==> src/hw/rtl/gcm_pkg.sv <==
`timescale 1ns / 1ps
// ----------------------------------------------------------------------------
// gcm_pkg
// Shared types and sizes for the centroid merge block: the input and output
// word layouts and the words passed between neighbouring cells.
// ----------------------------------------------------------------------------
package gcm_pkg;

	localparam int MAX_CLUSTERS = 16;
	localparam int COORD_BITS   = 12;
	localparam int DIST_BITS    = 12;

	localparam int IDX_BITS   = $clog2(MAX_CLUSTERS);
	localparam int CNT_BITS   = $clog2(MAX_CLUSTERS + 1);
	localparam int SQ_BITS    = 2 * COORD_BITS;
	localparam int SUM_BITS   = SQ_BITS + 1;
	localparam int LIMIT_BITS = 2 * DIST_BITS;

	localparam logic [DIST_BITS-1:0]  DIST_RESET  = DIST_BITS'(30);
	localparam logic [LIMIT_BITS-1:0] LIMIT_RESET =
		LIMIT_BITS'(DIST_RESET) * LIMIT_BITS'(DIST_RESET);

	typedef logic [COORD_BITS-1:0] coord_t;
	typedef logic [LIMIT_BITS-1:0] limit_t;

	typedef struct packed {
		coord_t point_x;
		coord_t point_y;
		logic   starts_set;
		logic   ends_set;
	} point_word_t;

	typedef struct packed {
		coord_t center_x;
		coord_t center_y;
		logic   end_of_run;
		logic   points_dropped;
	} center_word_t;

	// point travelling down the chain
	typedef struct packed {
		logic   tok;
		coord_t x;
		coord_t y;
	} cell_fwd_t;

	// outcome of the scan so far, one cell behind the point
	typedef struct packed {
		logic tok;
		logic done;
		logic hit;
	} cell_res_t;

endpackage

==> src/hw/rtl/gcm_cell.sv <==
`timescale 1ns / 1ps
// ----------------------------------------------------------------------------
// gcm_cell
// One cluster slot of the chain. Squares the offsets to the passing point in
// its first stage, then merges, claims the slot or passes the outcome on.
// ----------------------------------------------------------------------------
module gcm_cell (
	input  logic              clk,
	input  logic              arst_n,
	input  logic              occupied,
	input  gcm_pkg::limit_t   limit,
	input  gcm_pkg::cell_fwd_t fwd_in,
	input  gcm_pkg::cell_res_t res_in,
	output gcm_pkg::cell_fwd_t fwd_out,
	output gcm_pkg::cell_res_t res_out,
	output gcm_pkg::coord_t   center_x,
	output gcm_pkg::coord_t   center_y
);
	import gcm_pkg::*;

	coord_t              cx_q, cy_q;
	logic                tok_s1;
	coord_t              px_s1, py_s1;
	logic [SQ_BITS-1:0]  sqx_s1, sqy_s1;
	cell_res_t           res_q;

	coord_t              dx, dy;
	logic [SUM_BITS-1:0] dist_sq;
	logic                near, hit, place;
	logic [COORD_BITS:0] sum_x, sum_y;

	assign dx = (cx_q > fwd_in.x) ? cx_q - fwd_in.x : fwd_in.x - cx_q;
	assign dy = (cy_q > fwd_in.y) ? cy_q - fwd_in.y : fwd_in.y - cy_q;

	assign dist_sq = SUM_BITS'(sqx_s1) + SUM_BITS'(sqy_s1);
	assign near    = dist_sq < SUM_BITS'(limit);
	assign hit     = occupied && !res_in.done && near;
	assign place   = !occupied && !res_in.done;

	assign sum_x = {1'b0, cx_q} + {1'b0, px_s1};
	assign sum_y = {1'b0, cy_q} + {1'b0, py_s1};

	// stage 1: squared offsets
	always_ff @(posedge clk or negedge arst_n) begin
		if (!arst_n) begin
			tok_s1 <= 1'b0;
		end else begin
			tok_s1 <= fwd_in.tok;
		end
	end

	always_ff @(posedge clk) begin
		if (fwd_in.tok) begin
			px_s1  <= fwd_in.x;
			py_s1  <= fwd_in.y;
			sqx_s1 <= SQ_BITS'(dx) * SQ_BITS'(dx);
			sqy_s1 <= SQ_BITS'(dy) * SQ_BITS'(dy);
		end
	end

	// stage 2: decision and slot update
	always_ff @(posedge clk or negedge arst_n) begin
		if (!arst_n) begin
			res_q <= '0;
		end else begin
			res_q.tok  <= tok_s1;
			res_q.done <= res_in.done | hit | place;
			res_q.hit  <= res_in.hit | hit;
		end
	end

	always_ff @(posedge clk) begin
		if (tok_s1) begin
			if (hit) begin
				cx_q <= sum_x[COORD_BITS:1];
				cy_q <= sum_y[COORD_BITS:1];
			end else if (place) begin
				cx_q <= px_s1;
				cy_q <= py_s1;
			end
		end
	end

	assign fwd_out  = '{tok: tok_s1, x: px_s1, y: py_s1};
	assign res_out  = res_q;
	assign center_x = cx_q;
	assign center_y = cy_q;

endmodule

==> config.mk <==
export PLATFORM = sky130hd
export DESIGN_NAME = gcm_cell
export DESIGN_NICKNAME = d
export VERILOG_FILES = /design/src/hw/rtl/gcm_pkg.sv /design/src/hw/rtl/gcm_cell.sv
export SDC_FILE = /design/constraint.sdc
export NUM_CORES = 1
export LEC_CHECK = 0
export BUFFER_PORTS_ARGS = -buffer_cell sky130_fd_sc_hd__buf_2
export CORE_MARGIN = 2
export CORE_UTILIZATION = 54
export DETAILED_ROUTE_END_ITERATION = 12
export PLACE_DENSITY_LB_ADDON = 0.3
export SLEW_MARGIN = 20
export SYNTH_ARGS = -nofsm -noshare
export SYNTH_HDL_FRONTEND = slang
export SYNTH_SLANG_ARGS = --single-unit
==> constraint.sdc <==
create_clock -name clk -period 23.8 [get_ports clk]
set_input_delay 4.76 -clock clk [delete_from_list [all_inputs] [get_ports clk]]
set_output_delay 4.76 -clock clk [all_outputs]
set_load 0.05 [all_outputs]
Yosys cells after proc, flatten, opt, wreduce, memory -nomap -nowiden
Index checks and enable logic that the tools add are counted.
{"block": "totals", "output_inout_bits": 52, "ff_bits": 100, "input_bits": 55, "word_cells": 38}
{"block": "classes", "order_cmp": 3, "bitwise": 3, "n_mux": 6, "add_sub_neg": 7, "mul": 2, "reduce_logical": 7}
{"operator": "2-to-1 mux 12 bit", "n": 6}
{"operator": "multiplier 12 x 12 -> 24 bit", "n": 2}
{"operator": "subtractor 12 bit", "n": 4}
{"operator": "adder 12 x 12 -> 13 bit", "n": 2}
{"operator": "adder 24 x 24 -> 25 bit", "n": 1}
{"operator": "< comparator 25 x 24 -> 1 bit", "n": 1}
{"operator": "> comparator 12 bit", "n": 2}
{"operator": "logical AND 1 bit", "n": 3}
{"operator": "OR 1 bit", "n": 3}
{"operator": "logical NOT 1 bit", "n": 2}
{"operator": "AND reduction 2 bit", "n": 1}
{"operator": "nonzero test 2 bit", "n": 1}

Longest topological paths before layout
{"block": "logic_depth", "word_depth": 5, "mapped_depth": 33}

Least setup slack after synthesis
Ideal clock, no wire load.
{"block": "synth_path", "path_type": "input -> register", "startpoint": "input fwd_in[12] (netlist bit)", "endpoint": "register sqx_s1[23] (data pin)", "required_time_ns": 23.542, "setup_ns": 0.258, "cell_stages": 29, "arrival_ns": 11.744, "path_slack_ns": 11.798, "path_cell_list": "ha_1 > fa_1 > nand3b_1 > a21oi_2 > nor4_2 > or2_1 > buf_6 > buf_12 > a32o_1 > xor2_2 > buf_4 > or2_2 > fa_1 > inv_1 > fa_1 > fa_1 > fa_1 > inv_1 > fa_1 > inv_1 > ha_1 > a21o_1 > a21o_1 > a21o_1 > and3_1 > a221o_1 > o41a_1 > a31oi_1 > xnor2_1"}
{"block": "synth_between", "elab_chain_len": 3}
{"item": "from (decl)", "line": "gcm_cell.sv:12", "text": "input gcm_pkg::cell_fwd_t fwd_in,"}
{"item": "subtractor 12 bit / > comparator 12 bit (equally long branches)", "line": "gcm_cell.sv:32", "text": "assign dx = (cx_q > fwd_in.x) ? cx_q - fwd_in.x : fwd_in.x - cx_q;"}
{"item": "2-to-1 mux 12 bit *", "line": "gcm_cell.sv:32"}
{"item": "multiplier 12 x 12 -> 24 bit *", "line": "gcm_cell.sv:56", "text": "sqx_s1 <= SQ_BITS'(dx) * SQ_BITS'(dx);"}
{"item": "to (signal assigned)", "line": "gcm_cell.sv:56"}
{"item": "to (decl)", "line": "gcm_cell.sv:24", "text": "logic [SQ_BITS-1:0] sqx_s1, sqy_s1;"}
Mark *: on every way between the ends. The rest lies on a longest branch, timed or not.
A chain may end at the register's enable or synchronous reset.

Worst setup path in the final report
Same ends and word-level chain as after synthesis.

==> metrics.txt <==
run status complete, no violations; setup tns final 0 ns; EDFF count, synth 94; Max Fanout on Critical Path 14; DRC 0; HPWL Detailed 26000 µm; Crit. End Element flop; Main synth FF type edfxtp_1; Post-CTS Hold Buffers 0; Synth Register Bits 98; HP Class reg -> reg; most frequent CP cell inv_1; Distinct cells, synth 82; Die Footprint 30200 µm²; most frequent cells in the layout inv_1 (327), ha_1 (224), nor2_1 (171); syn nets 2092; Req. time, crit path 23.91 ns; layout cells sized above 1 12.0%; clock latency at the later pin of the worst-skew pair 0.37 ns; clock tree from TritonCTS done; worst setup margin 10.82 ns; Worst-path clk slew 0.08 ns; Core ar. 28500 µm²; Resized cells post-CTS 0; Final Critical Period 12.98 ns; sequential fraction of the synthesis area 18.8%; Slew HR 43.3%; vias in the first global route 11952; CP Class in -> reg; # Post-CTS Setup Buffers 0; Area contributors post-synth fa_1 (21%), edfxtp_1 (18%), ha_1 (18%); Slew Limit Fails 0; slowest cell on the critical path ha_1; DRT Pass-1 Iters 4; RSZ-0062 raised after global routing false; pre-CTS setup slack 10.45 ns; Synth area leader fa_1; Tot GR Track Use 21.7%; DR WL/cell 14.8 µm; GRT overflow 0; total clock sinks 98; final net count 2180; cts bufs inserted 9; global-route wire length before repair 54300 µm; antenna-violating nets left 0; routed via count 11554; row cnt 62; clk_skew 0.0216 ns; area of the mapped netlist 15600 µm²; initial antenna violation count 2; Final Setup Violations 0; Syn Area/Cell 9.45 µm²; via/cell ratio 5.44; area growth from synthesis to layout 7.31%; Worst Path Arrival 13.09 ns; Yosys warnings 0; FMAX 77.1 MHz; die width 174 µm; IO buf count 105; Worst path max stage delay 0.62 ns; Fin. Hold Viols 0; Initial Utilization 54.5%; Placer Congestion 0.869; ys async rst share 4.08%; top-area cell type share of the netlist area 21.5%; period utilisation layout 54.5%; maxcap violations 0; 1st-iter DRT viols 600; commonest non-fill, non-tap cell in the layout inv_1; Root Buffer clkbuf_16; I/O Pins 107; Die Y 174 µm; drt total wl 31400 µm; CTS max path bufs 2; Worst-Margin Slew 0.850 ns; H-tree depth 3; crit start category input port; largest net degree at the start of global routing 66; Mapped Cells 1646
-- sequential cells by signal (all words and copies together), names as in the netlist --
name and flops:
tok_s1 1, sqx_s1 23, py_s1 12, sqy_s1 23, center_y 12, res_out 3, px_s1 12, center_x 12
-- synthesized netlist by cell type, types with 13 or more instances --
cell type,count
a21o_1,45
nand2_1,50
buf_2,21
inv_1,327
a21oi_1,73
mux2i_1,14
nor3_1,25
nor2b_1,16
edfxtp_1,94
nand4_1,13
o21ai_0,46
ha_1,224
fa_1,167
mux2_1,13
nand2b_1,19
or2_2,24
xnor2_1,55
o21a_1,17
nor2_1,171
xor2_1,30
-- path summary, 6_finish.rpt --
kind | from | to | slack [ns] | depth (start not counted)
setup reg to reg | center_x[0]$_DFFE_PP_ | sqx_s1[23]$_DFFE_PP_ | 14.87 | 26
hold / removal | tok_s1$_DFF_PN0_ | res_out[2]$_DFF_PN0_ | 0.41 | 0
setup / recovery | fwd_in[12] | sqx_s1[23]$_DFFE_PP_ | 10.82 | 28
hold reg to reg | tok_s1$_DFF_PN0_ | res_out[2]$_DFF_PN0_ | 0.41 | 0
min in group asynchronous | arst_n | res_out[0]$_DFF_PN0_ | 4.19 | 1
max in group asynchronous | arst_n | res_out[1]$_DFF_PN0_ | 19.49 | 1
-- layout make-up --
type | instances | area (µm²)
clock inverter | 7 | 60.1
clock buffer | 9 | 225
sequential | 98 | 2920
fill | 2522 | 11900
tap | 384 | 480
inverter | 331 | 1240
multi-input combinational | 1174 | 11100
antenna | 1 | 2.50
timing repair buffer | 120 | 638
-- worst max-delay path, delay by kind of cell --
family	cells	cell delay (ns)
adders and majority gates	7	3.40
AOI/OAI and AO/OA	6	1.78
and+or+nand+nor	4	1.66
buffers and inverters	8	0.64
xor gates and xnor gates	2	0.49
muxes	1	0.35
-- stage by stage --
| stage | hold slack [ns] | cell area [µm²] | std cells | utilization, % |
|---|---|---|---|---|
| 4_1_cts | 0.420 | 16700 | 2123 | 58.4 |
| 3_5_place_dp | 0.388 | 16400 | 2107 | 57.4 |
| 3_3_place_gp | 0.390 | 16400 | 2107 | 57.4 |
| 5_1_grt | 0.439 | 16700 | 2123 | 58.5 |
| 2_1_floorplan | 0.376 | 15600 | 1646 | - |
| 6_report | 0.412 | 16700 | 2124 | 58.5 |
-- metal layers --
layer,up-vias,track usage (%),routed length [µm],part of all wire (%)
li1,5597,-,-,-
met3,42,2.81,1490,4.7
met1,5638,29.5,14500,46
met5,-,0,16,0.051
met2,275,37.2,14900,47
met4,2,5.01,512,1.6
-- kinds of logic (layout without fill, tap and decap cells) --
family                     Yosys count  after routing  synth area share (%)
DFF                                 98             98                  18.8
buffers and inverters              374            467                  9.79
xor gates and xnor gates            92             92                  5.52
other                                0              1                     0
adders and majority gates          391            391                  39.5
and+or+nand+nor                    377            377                  11.7
AOI/OAI and AO/OA                  275            275                  12.0
muxes                               39             39                  2.73
Power is left out: the tool's default activity adds up to more than one toggle a clock period on the data nets, which glitch-free logic cannot reach.
